<file path="src/rtl/core/pmtc_pkg.sv">
`default_nettype none
// ----------------------------------------------------------------------------
// PID motor torque controller package
// Shared types, register indexes, saturation helpers and the control program.
// ----------------------------------------------------------------------------
package pmtc_pkg;

    localparam int QW        = 32;
    localparam int GEAR_W    = 31;
    localparam int MODE_W    = 2;
    localparam int CFG_IDX_W = 3;
    localparam int STEP_W    = 4;

    localparam logic signed [QW-1:0] Q_MAX = 32'sh7FFF_FFFF;
    localparam logic signed [QW-1:0] Q_MIN = 32'sh8000_0000;

    localparam logic [CFG_IDX_W-1:0] CFG_GEAR_RATIO   = 3'd0;
    localparam logic [CFG_IDX_W-1:0] CFG_CONTROL_MODE = 3'd1;
    localparam logic [CFG_IDX_W-1:0] CFG_GAIN_P       = 3'd2;
    localparam logic [CFG_IDX_W-1:0] CFG_GAIN_D       = 3'd3;
    localparam logic [CFG_IDX_W-1:0] CFG_GAIN_I       = 3'd4;

    localparam logic [MODE_W-1:0] MODE_POSITION = 2'd0;
    localparam logic [MODE_W-1:0] MODE_VELOCITY = 2'd1;
    localparam logic [MODE_W-1:0] MODE_TORQUE   = 2'd2;
    localparam logic [MODE_W-1:0] MODE_UNUSED   = 2'd3;

    localparam logic [GEAR_W-1:0] GEAR_RESET = 31'd65536;

    typedef struct packed {
        logic signed [QW-1:0] pos_measured;
        logic signed [QW-1:0] vel_measured;
        logic signed [QW-1:0] pos_target;
        logic signed [QW-1:0] vel_target;
        logic signed [QW-1:0] torque_feedforward;
    } t_in_item;

    typedef struct packed {
        logic signed [QW-1:0] drive_torque;
        logic signed [QW-1:0] previous_torque;
    } t_out_item;

    typedef enum logic [1:0] {
        A_PT = 2'd0,
        A_VT = 2'd1,
        A_EP = 2'd2,
        A_EV = 2'd3
    } t_asel;

    typedef enum logic [1:0] {
        B_GR = 2'd0,
        B_KP = 2'd1,
        B_KD = 2'd2,
        B_KI = 2'd3
    } t_bsel;

    typedef enum logic [3:0] {
        OP_NOP       = 4'd0,
        OP_DIV_START = 4'd1,
        OP_WR_PC     = 4'd2,
        OP_WR_VC     = 4'd3,
        OP_WR_EP     = 4'd4,
        OP_WR_EV     = 4'd5,
        OP_ACC_I     = 4'd6,
        OP_SUM_QM    = 4'd7,
        OP_SUM_INT   = 4'd8,
        OP_SUM_TC    = 4'd9,
        OP_FINISH    = 4'd10
    } t_op;

    typedef enum logic [2:0] {
        J_NONE     = 3'd0,
        J_ALWAYS   = 3'd1,
        J_VEL      = 3'd2,
        J_NPOS     = 3'd3,
        J_DIV_BUSY = 3'd4
    } t_jcond;

    typedef struct packed {
        logic              mul_en;
        t_asel             a_sel;
        t_bsel             b_sel;
        t_op               op;
        t_jcond            jc;
        logic [STEP_W-1:0] target;
        logic              last;
    } t_uword;

    localparam logic [STEP_W-1:0] L_VEL  = 4'd10;
    localparam logic [STEP_W-1:0] L_WAIT = 4'd12;

    function automatic t_uword f_uw(input logic mul_en, input t_asel a, input t_bsel b,
                                    input t_op op, input t_jcond jc,
                                    input logic [STEP_W-1:0] tgt, input logic last);
        t_uword w;
        w.mul_en = mul_en;
        w.a_sel  = a;
        w.b_sel  = b;
        w.op     = op;
        w.jc     = jc;
        w.target = tgt;
        w.last   = last;
        return w;
    endfunction

    function automatic t_uword f_ucode(input logic [STEP_W-1:0] step);
        t_uword w;
        case (step)
            4'd0:    w = f_uw(1'b1, A_PT, B_GR, OP_DIV_START, J_NONE, '0, 1'b0);
            4'd1:    w = f_uw(1'b1, A_VT, B_GR, OP_WR_PC, J_NONE, '0, 1'b0);
            4'd2:    w = f_uw(1'b0, A_PT, B_GR, OP_WR_VC, J_NONE, '0, 1'b0);
            4'd3:    w = f_uw(1'b0, A_PT, B_GR, OP_WR_EV, J_VEL, L_VEL, 1'b0);
            4'd4:    w = f_uw(1'b0, A_PT, B_GR, OP_WR_EP, J_NPOS, L_WAIT, 1'b0);
            4'd5:    w = f_uw(1'b1, A_EP, B_KI, OP_NOP, J_NONE, '0, 1'b0);
            4'd6:    w = f_uw(1'b1, A_EP, B_KP, OP_ACC_I, J_NONE, '0, 1'b0);
            4'd7:    w = f_uw(1'b1, A_EV, B_KD, OP_SUM_QM, J_NONE, '0, 1'b0);
            4'd8:    w = f_uw(1'b0, A_PT, B_GR, OP_SUM_QM, J_NONE, '0, 1'b0);
            4'd9:    w = f_uw(1'b0, A_PT, B_GR, OP_SUM_INT, J_ALWAYS, L_WAIT, 1'b0);
            4'd10:   w = f_uw(1'b1, A_EV, B_KP, OP_NOP, J_NONE, '0, 1'b0);
            4'd11:   w = f_uw(1'b0, A_PT, B_GR, OP_SUM_QM, J_NONE, '0, 1'b0);
            4'd12:   w = f_uw(1'b0, A_PT, B_GR, OP_NOP, J_DIV_BUSY, L_WAIT, 1'b0);
            4'd13:   w = f_uw(1'b0, A_PT, B_GR, OP_SUM_TC, J_NONE, '0, 1'b0);
            4'd14:   w = f_uw(1'b0, A_PT, B_GR, OP_FINISH, J_NONE, '0, 1'b1);
            default: w = f_uw(1'b0, A_PT, B_GR, OP_FINISH, J_NONE, '0, 1'b1);
        endcase
        return w;
    endfunction

    function automatic logic signed [QW-1:0] f_sat33(input logic signed [QW:0] v);
        logic signed [QW-1:0] r;
        if (v[QW] == v[QW-1]) begin
            r = v[QW-1:0];
        end else begin
            r = v[QW] ? Q_MIN : Q_MAX;
        end
        return r;
    endfunction

    function automatic logic signed [QW-1:0] f_sat35(input logic signed [QW+2:0] v);
        logic signed [QW-1:0] r;
        if (v[QW+2:QW-1] == '0 || v[QW+2:QW-1] == '1) begin
            r = v[QW-1:0];
        end else begin
            r = v[QW+2] ? Q_MIN : Q_MAX;
        end
        return r;
    endfunction

    // Floor of the Q16.16 product, then saturation to 32 bits.
    function automatic logic signed [QW-1:0] f_qmul_sat(input logic signed [2*QW+1:0] p);
        logic signed [2*QW+1:0] sh;
        logic signed [QW-1:0]   r;
        sh = p >>> 16;
        if (sh[2*QW+1:QW-1] == '0 || sh[2*QW+1:QW-1] == '1) begin
            r = sh[QW-1:0];
        end else begin
            r = sh[2*QW+1] ? Q_MIN : Q_MAX;
        end
        return r;
    endfunction

endpackage
`default_nettype wire

</file>
<file path="src/rtl/core/pmtc_div.sv">
`default_nettype none
// ----------------------------------------------------------------------------
// Torque command divider
// Restoring division of the feed-forward torque, scaled by 2^16, by the gear
// ratio, one quotient bit per cycle, truncated toward zero and saturated.
// ----------------------------------------------------------------------------
module pmtc_div
    import pmtc_pkg::*;
(
    input  wire logic                    i_clk,
    input  wire logic                    i_rst_n,
    input  wire logic                    i_start,
    input  wire logic signed [QW-1:0]    i_dividend,
    input  wire logic [GEAR_W-1:0]       i_divisor,
    output logic                         o_busy,
    output logic signed [QW-1:0]         o_quot
);

    localparam int NUM_W = QW + 16;
    localparam int CNT_W = $clog2(NUM_W);

    logic                 r_busy;
    logic [CNT_W-1:0]     r_cnt;
    logic [GEAR_W-1:0]    r_rem;
    logic [NUM_W-1:0]     r_num;
    logic [GEAR_W-1:0]    r_div;
    logic                 r_neg;
    logic                 r_zero;

    logic [QW-1:0]        w_mag;
    logic [GEAR_W:0]      w_rem_s;
    logic                 w_ge;
    logic [GEAR_W:0]      w_rem_sub;

    assign w_mag     = i_dividend[QW-1] ? (QW)'(-i_dividend) : i_dividend;
    assign w_rem_s   = {r_rem, r_num[NUM_W-1]};
    assign w_ge      = w_rem_s >= {1'b0, r_div};
    assign w_rem_sub = w_rem_s - {1'b0, r_div};

    always_ff @(posedge i_clk) begin
        if (!i_rst_n) begin
            r_busy <= 1'b0;
            r_cnt  <= '0;
        end else if (i_start) begin
            r_busy <= 1'b1;
            r_cnt  <= '0;
        end else if (r_busy) begin
            r_cnt <= r_cnt + 1'b1;
            if (r_cnt == (CNT_W)'(NUM_W - 1)) begin
                r_busy <= 1'b0;
            end
        end
    end

    always_ff @(posedge i_clk) begin
        if (i_start) begin
            r_rem  <= '0;
            r_num  <= {w_mag, 16'h0000};
            r_div  <= i_divisor;
            r_neg  <= i_dividend[QW-1];
            r_zero <= (i_dividend == '0);
        end else if (r_busy) begin
            r_rem <= w_ge ? w_rem_sub[GEAR_W-1:0] : w_rem_s[GEAR_W-1:0];
            r_num <= {r_num[NUM_W-2:0], w_ge};
        end
    end

    always_comb begin
        if (r_zero) begin
            o_quot = '0;
        end else if (!r_neg) begin
            o_quot = (r_num[NUM_W-1:QW-1] != '0) ? Q_MAX : $signed({1'b0, r_num[QW-2:0]});
        end else if (r_num[NUM_W-1:QW] != '0 || (r_num[QW-1] && r_num[QW-2:0] != '0)) begin
            o_quot = Q_MIN;
        end else begin
            o_quot = $signed(-r_num[QW-1:0]);
        end
    end

    assign o_busy = r_busy;

endmodule
`default_nettype wire

</file>
<file path="src/rtl/core/pid_motor_torque_controller_top.sv">
`default_nettype none
// ----------------------------------------------------------------------------
// PID motor torque controller, top level
// A microprogrammed sequencer drives one shared multiplier and a saturating
// adder to form the position, velocity or torque law, while a bit-serial
// divider forms the torque command in parallel.
// ----------------------------------------------------------------------------
//  channel  | direction | handshake                 | payload
//  input    | in        | i_in_valid / o_in_ready   | i_in_data  (t_in_item)
//  output   | out       | o_out_valid / i_out_ready | o_out_data (t_out_item)
//  config   | in        | i_cfg_we                  | i_cfg_index, i_cfg_wdata
//
// The multiply program runs beside the divider and waits for its quotient
// before adding it in. Reset is synchronous and active low; it clears the
// state, the configuration, the integrator, the last torque and the output
// valid flag. A result waits in the output register; the next item is taken
// meanwhile, and the last step holds while that register is full and unread.
// ----------------------------------------------------------------------------
module pid_motor_torque_controller_top
    import pmtc_pkg::*;
(
    input  wire logic                  i_clk,
    input  wire logic                  i_rst_n,
    input  wire logic                  i_in_valid,
    output logic                       o_in_ready,
    input  wire t_in_item              i_in_data,
    output logic                       o_out_valid,
    input  wire logic                  i_out_ready,
    output t_out_item                  o_out_data,
    input  wire logic                  i_cfg_we,
    input  wire logic [CFG_IDX_W-1:0]  i_cfg_index,
    input  wire logic [QW-1:0]         i_cfg_wdata
);

    typedef enum logic [1:0] {
        S_IDLE = 2'b01,
        S_RUN  = 2'b10
    } t_state;

    t_state               r_state, n_state;
    logic [STEP_W-1:0]    r_step, n_step;

    logic [GEAR_W-1:0]    r_gear;
    logic [MODE_W-1:0]    r_mode;
    logic signed [QW-1:0] r_kp, r_kd, r_ki;

    t_in_item             r_in;
    logic signed [QW-1:0] r_pc, r_vc, r_ep, r_ev;
    logic signed [2*QW+1:0] r_prod;
    logic signed [QW+2:0] r_sum;
    logic signed [QW-1:0] r_integral, r_last;
    logic                 r_out_valid;
    t_out_item            r_out;

    t_uword               w_uw;
    logic                 w_in_xfer, w_stall, w_jump, w_div_start, w_div_busy;
    logic signed [QW-1:0] w_qm, w_tc, w_drive;
    logic signed [QW:0]   w_ma, w_mb;

    assign w_uw        = f_ucode(r_step);
    assign w_in_xfer   = i_in_valid && o_in_ready;
    assign w_stall     = (r_state == S_RUN) && (w_uw.op == OP_FINISH)
                         && r_out_valid && !i_out_ready;
    assign w_div_start = (r_state == S_RUN) && (w_uw.op == OP_DIV_START);
    assign w_qm        = f_qmul_sat(r_prod);
    assign w_drive     = (r_mode == MODE_UNUSED) ? r_last : f_sat35(r_sum);

    pmtc_div u_div (
        .i_clk      (i_clk),
        .i_rst_n    (i_rst_n),
        .i_start    (w_div_start),
        .i_dividend (r_in.torque_feedforward),
        .i_divisor  (r_gear),
        .o_busy     (w_div_busy),
        .o_quot     (w_tc)
    );

    always_comb begin
        case (w_uw.jc)
            J_NONE:     w_jump = 1'b0;
            J_ALWAYS:   w_jump = 1'b1;
            J_VEL:      w_jump = (r_mode == MODE_VELOCITY);
            J_NPOS:     w_jump = (r_mode != MODE_POSITION);
            J_DIV_BUSY: w_jump = w_div_busy;
            default:    w_jump = 1'b0;
        endcase
    end

    always_comb begin
        case (w_uw.a_sel)
            A_PT:    w_ma = {r_in.pos_target[QW-1], r_in.pos_target};
            A_VT:    w_ma = {r_in.vel_target[QW-1], r_in.vel_target};
            A_EP:    w_ma = {r_ep[QW-1], r_ep};
            A_EV:    w_ma = {r_ev[QW-1], r_ev};
            default: w_ma = '0;
        endcase
        case (w_uw.b_sel)
            B_GR:    w_mb = $signed({2'b00, r_gear});
            B_KP:    w_mb = {r_kp[QW-1], r_kp};
            B_KD:    w_mb = {r_kd[QW-1], r_kd};
            B_KI:    w_mb = {r_ki[QW-1], r_ki};
            default: w_mb = '0;
        endcase
    end

    always_comb begin
        n_state = r_state;
        n_step  = r_step;
        case (r_state)
            S_IDLE: begin
                if (w_in_xfer) begin
                    n_state = S_RUN;
                    n_step  = '0;
                end
            end
            S_RUN: begin
                if (!w_stall) begin
                    if (w_uw.last) begin
                        n_state = S_IDLE;
                    end else if (w_jump) begin
                        n_step = w_uw.target;
                    end else begin
                        n_step = r_step + 1'b1;
                    end
                end
            end
            default: begin
                n_state = S_IDLE;
            end
        endcase
    end

    assign o_in_ready = (r_state == S_IDLE);

    always_ff @(posedge i_clk) begin
        if (!i_rst_n) begin
            r_state <= S_IDLE;
            r_step  <= '0;
        end else begin
            r_state <= n_state;
            r_step  <= n_step;
        end
    end

    always_ff @(posedge i_clk) begin
        if (!i_rst_n) begin
            r_gear <= GEAR_RESET;
            r_mode <= MODE_TORQUE;
            r_kp   <= '0;
            r_kd   <= '0;
            r_ki   <= '0;
        end else if (i_cfg_we) begin
            case (i_cfg_index)
                CFG_GEAR_RATIO:   r_gear <= i_cfg_wdata[GEAR_W-1:0];
                CFG_CONTROL_MODE: r_mode <= i_cfg_wdata[MODE_W-1:0];
                CFG_GAIN_P:       r_kp   <= $signed(i_cfg_wdata);
                CFG_GAIN_D:       r_kd   <= $signed(i_cfg_wdata);
                CFG_GAIN_I:       r_ki   <= $signed(i_cfg_wdata);
                default:          ;
            endcase
        end
    end

    always_ff @(posedge i_clk) begin
        if (w_in_xfer) begin
            r_in <= i_in_data;
        end
        if (r_state == S_RUN && w_uw.mul_en) begin
            r_prod <= w_ma * w_mb;
        end
        if (r_state == S_RUN) begin
            case (w_uw.op)
                OP_DIV_START: r_sum <= '0;
                OP_WR_PC:     r_pc  <= w_qm;
                OP_WR_VC:     r_vc  <= w_qm;
                OP_WR_EP:     r_ep  <= f_sat33({r_pc[QW-1], r_pc}
                                      - {r_in.pos_measured[QW-1], r_in.pos_measured});
                OP_WR_EV:     r_ev  <= f_sat33({r_vc[QW-1], r_vc}
                                      - {r_in.vel_measured[QW-1], r_in.vel_measured});
                OP_SUM_QM:    r_sum <= r_sum + {{3{w_qm[QW-1]}}, w_qm};
                OP_SUM_INT:   r_sum <= r_sum + {{3{r_integral[QW-1]}}, r_integral};
                OP_SUM_TC:    r_sum <= r_sum + {{3{w_tc[QW-1]}}, w_tc};
                default:      ;
            endcase
        end
    end

    always_ff @(posedge i_clk) begin
        if (!i_rst_n) begin
            r_integral  <= '0;
            r_last      <= '0;
            r_out_valid <= 1'b0;
        end else begin
            if (r_state == S_RUN && w_uw.op == OP_ACC_I) begin
                r_integral <= f_sat33({r_integral[QW-1], r_integral} + {w_qm[QW-1], w_qm});
            end
            if (r_state == S_RUN && w_uw.op == OP_FINISH && !w_stall) begin
                r_last      <= w_drive;
                r_out_valid <= 1'b1;
            end else if (o_out_valid && i_out_ready) begin
                r_out_valid <= 1'b0;
            end
        end
    end

    always_ff @(posedge i_clk) begin
        if (r_state == S_RUN && w_uw.op == OP_FINISH && !w_stall) begin
            r_out.drive_torque    <= w_drive;
            r_out.previous_torque <= r_last;
        end
    end

    assign o_out_valid = r_out_valid;
    assign o_out_data  = r_out;

endmodule
`default_nettype wire

</file>
<file path="config.mk">
export PLATFORM = sky130hd
export DESIGN_NAME = pid_motor_torque_controller_top
export DESIGN_NICKNAME = d
export VERILOG_FILES = /design/src/rtl/core/pmtc_pkg.sv /design/src/rtl/core/pmtc_div.sv /design/src/rtl/core/pid_motor_torque_controller_top.sv
export SDC_FILE = /design/constraint.sdc
export NUM_CORES = 2
export LEC_CHECK = 0
export CAP_MARGIN = 20
export CORE_MARGIN = 5
export CORE_UTILIZATION = 25
export DETAILED_ROUTE_END_ITERATION = 8
export DONT_BUFFER_PORTS = 1
export GPL_TIMING_DRIVEN = 0
export PLACE_DENSITY = 0.38
export SLEW_MARGIN = 20
export SYNTH_ARGS = -nofsm -noshare
export SYNTH_HDL_FRONTEND = slang
export SYNTH_SLANG_ARGS = --single-unit
</file>
<file path="constraint.sdc">
create_clock -name i_clk -period 28.3 [get_ports i_clk]
set_clock_uncertainty 0.15 [all_clocks]
set_input_delay 8.49 -clock i_clk [delete_from_list [all_inputs] [get_ports i_clk]]
set_output_delay 8.49 -clock i_clk [all_outputs]
set_load 0.05 [all_outputs]
</file>
==> out/qor.yml <==
synth_edf_count: 502
critPathMaxStageDelay_ns: 0.94
period_needed_ns: 13.18
yosysSeqAreaShare_pct: 26.7
cts_tree: "built"
clk_pin_slew_ns: 0.06
dieArea_um2: 318000
synth_flop_cell: "edfxtp_1"
die_w_um: 564
leakage_uw: 0.0370
max_cap_viol_count: 0
final_hold_viol_count: 0
numCtsBuffers: 91
fp.dieH_um: 564
grt_overflow: 0
routed_wl_mm: 318
layout_commonest_cell: "inv_1"
cts_hold_buffers: 0
port_buffers: 0
r2r_cells: 33
min_path_cells: 0
cp_common_cell: "fa_1"
pwr_density_cell_nw_per_um2: 49.6
syn2layout_area_growth_pct: 12.1
yosys_warnings: 0
drc: 0
p_sw_share_pct: 39.5
total_power_uw: 4270
fmax_mhz: 75.9
drtAntennaViolNets: 0
syn-num-nets: 9733
clk_latency_ns: 0.77
power_frac_comb_pct: 40.2
cts.sinks: 772
grt_pass1_vias: 60975
core-area_um2: 306000
clkPwrFrac_pct: 28.7
gp_congestion: 0.962
worstSetupPathType: "reg2reg"
outcome: "complete, no violations"
hp-start: "r_last[14]"
netlist_instances: 8025
grt_pass1_wl_mm: 453
cp.arrival_ns: 13.49
initial_core_util_pct: 25.1
clockRootBuffer: "clkbuf_16"
ys_ff_latch: 772
via_count: 59093
rows: 203
reg2reg_from: "w_uw[12]"
htree_levels: 3
grt_max_degree: 54
min_path_type: "reg2reg"
whs_endpoint: "o_out_data[14]"
antenna_found_initial: 24
worstSetupStartpointType: "flop"
clock_path_buffers: 3
hpwl_mm: 262
critPathRequiredTime_ns: 28.61
yosysUniqueCellTypes: 88
nNetsFinal: 9886
async_reset_ff_share_pct: 0
slowest_stage: "clkbuf_1"
postPlaceCellArea_um2: 82900
drv_slew: 0
design_area_um2: 86000
synth_area_um2: 76700
p_int_uw: 2580
io_pins: 266
synth.avg_cell_area_um2: 9.56
grt_util_all_layers_pct: 19.8
ir_drop_v: 0.0000419
drtPass1Iterations: 5
finalSetupViolCount: 0
cp_max_fo: 10
cp-end-kind: "flop"
seqPwrFrac_pct: 31.1
final_cell_mix: "1262 x inv_1, 1124 x fa_1, 1084 x nand2_1, 781 x nor2_1, 502 x edfxtp_1"
period_share_pct: 46.6
rsz0062_at_grt: "false"
slew_headroom_pct: 13.6
cts_resized: 0
drtIter0Drc: 4571
cts_setup_buffers: 0
vias_per_cell: 4.78
layout-drive-gt1-share_pct: 4.86
setup_tns_ns: 0
rr_endpoint: "r_prod[65]"
r2r_slack_ns: 15.12
p_switching_uw: 1690
tightest_slew_ns: 1.30
wl_per_cell_um: 25.8
-- metal layers --
layer / share of wire (%) / routed length (um) / GRT usage [%]
met4: 3.6 / 11400 / 6.00
met1: 45 / 144000 / 27.6
met5: 0.011 / 34 / 0
met3: 7.3 / 23100 / 4.08
met2: 44 / 140000 / 30.8
-- power groups by stage --
stage	logic [uW]	registers, uW	clock network [uW]
3_5_place_dp	1720	1350	0
2_1_floorplan	1130	1340	0
3_3_place_gp	1710	1350	0
4_1_cts	1740	1330	1270
5_1_grt	1900	1330	1310
6_report	1720	1330	1230
-- cell type report --
type / instances / area, um^2
antenna: 12 / 30.0
buffer: 405 / 1580
multi-input combinational: 5582 / 50100
clock inverter: 44 / 547
clock buffer: 122 / 2530
inverter: 1266 / 4750
fill: 32672 / 220000
tap: 4100 / 5130
sequential: 772 / 20500
timing repair buffer: 60 / 791
-- Yosys cell counts, types with 12 or more instances --
library cell  count  area share (%)
dfxtp_1         270             7.0
o21ai_0         268             1.7
mux4_2           13            0.38
edfxtp_1        502              20
o21bai_1         30            0.29
mux2_2           61            0.90
nand3_1          81            0.53
nor4_1           30            0.24
clkbuf_1        364             1.8
a21boi_0        168             1.6
nand4_1          41            0.33
a211oi_1         38            0.37
o31ai_1          18            0.18
and2_1           47            0.38
o21a_1          108             1.1
a21o_1          155             1.5
a221oi_1         12            0.14
nor3_1           55            0.36
xnor2_1         123             1.4
ha_1            382             6.2
a21oi_1         341             2.2
o21ai_1          39            0.25
mux2i_1          85             1.1
nand2b_1         36            0.29
or3_1            14            0.11
fa_1           1126              29
maj3_1           23            0.30
xor2_1          102             1.2
buf_1            30            0.15
nand2_1        1084             5.3
a221o_1          26            0.34
nor2b_1          27            0.22
nor2_1          783             3.8
and3_1           34            0.28
or2_2            13            0.11
a31oi_1          35            0.29
a211o_1          12            0.14
inv_1          1262             6.2
-- worst max-delay path: cells and delay by family (launching register included) --
| family | cells | cell delay [ns] |
|---|---|---|
| flops | 1 | 0.42 |
| mux | 1 | 0.31 |
| simple gates | 5 | 1.56 |
| fa+ha+maj | 9 | 4.58 |
| xor+xnor | 1 | 0.43 |
| buf+inv | 10 | 3.74 |
| compound gates | 7 | 1.67 |
-- sequential cells by signal, indices dropped and copies added, names as in the netlist, 2 cells and up --
signal	cells
u_div.r_div	31
r_ep	32
r_integral	32
u_div.r_rem	31
r_gear	31
r_kp	32
r_ki	32
r_vc	32
r_step	4
w_uw	16
o_out_data	64
r_in	160
r_ev	32
r_mode	2
r_last	32
u_div.r_cnt	6
r_sum	35
r_pc	32
r_prod	50
u_div.r_num	48
r_state	2
r_kd	32
-- cell families (layout without fill, tap and decap cells) --
logic type	after synthesis	after routing	synth area share (%)
AOI/OAI and AO/OA	1365	1365	11.5
xor gates and xnor gates	227	227	2.61
adders and majority gates	1531	1531	35.9
buffers and inverters	1671	1897	8.20
DFF	772	772	26.7
muxes	159	159	2.39
other	0	12	0
and+or+nand+nor	2300	2300	12.6
-- worst max-delay path by stage --
stage                from         end  slack [ns]  cells past startpoint
2_1_floorplan  i_in_valid     w_uw[4]       13.46                      8
4_1_cts          w_uw[12]  r_prod[65]       15.02                     34
5_1_grt          w_uw[12]  r_prod[64]       14.62                     33
6_report         w_uw[12]  r_prod[65]       15.12                     33
3_5_place_dp     w_uw[12]  r_prod[64]       15.09                     33
3_3_place_gp   i_in_valid    w_uw[14]        9.41                      9
-- through the flow --
| stage | utilization (%) | setup slack, ns | hold WS, ns | std cells |
|---|---|---|---|---|
| 6_report | 28.1 | 15.12 | 0.305 | 12363 |
| 5_1_grt | 28.1 | 14.62 | 0.321 | 12352 |
| 4_1_cts | 28.1 | 15.02 | 0.305 | 12351 |
| 3_5_place_dp | 27.1 | 15.09 | 0.295 | 12185 |
| 3_3_place_gp | 26.8 | 9.41 | 0.290 | 12125 |
| 2_1_floorplan | - | 13.46 | 0.275 | 8025 |
No activity file was read; power rests on OpenSTA's default activity.
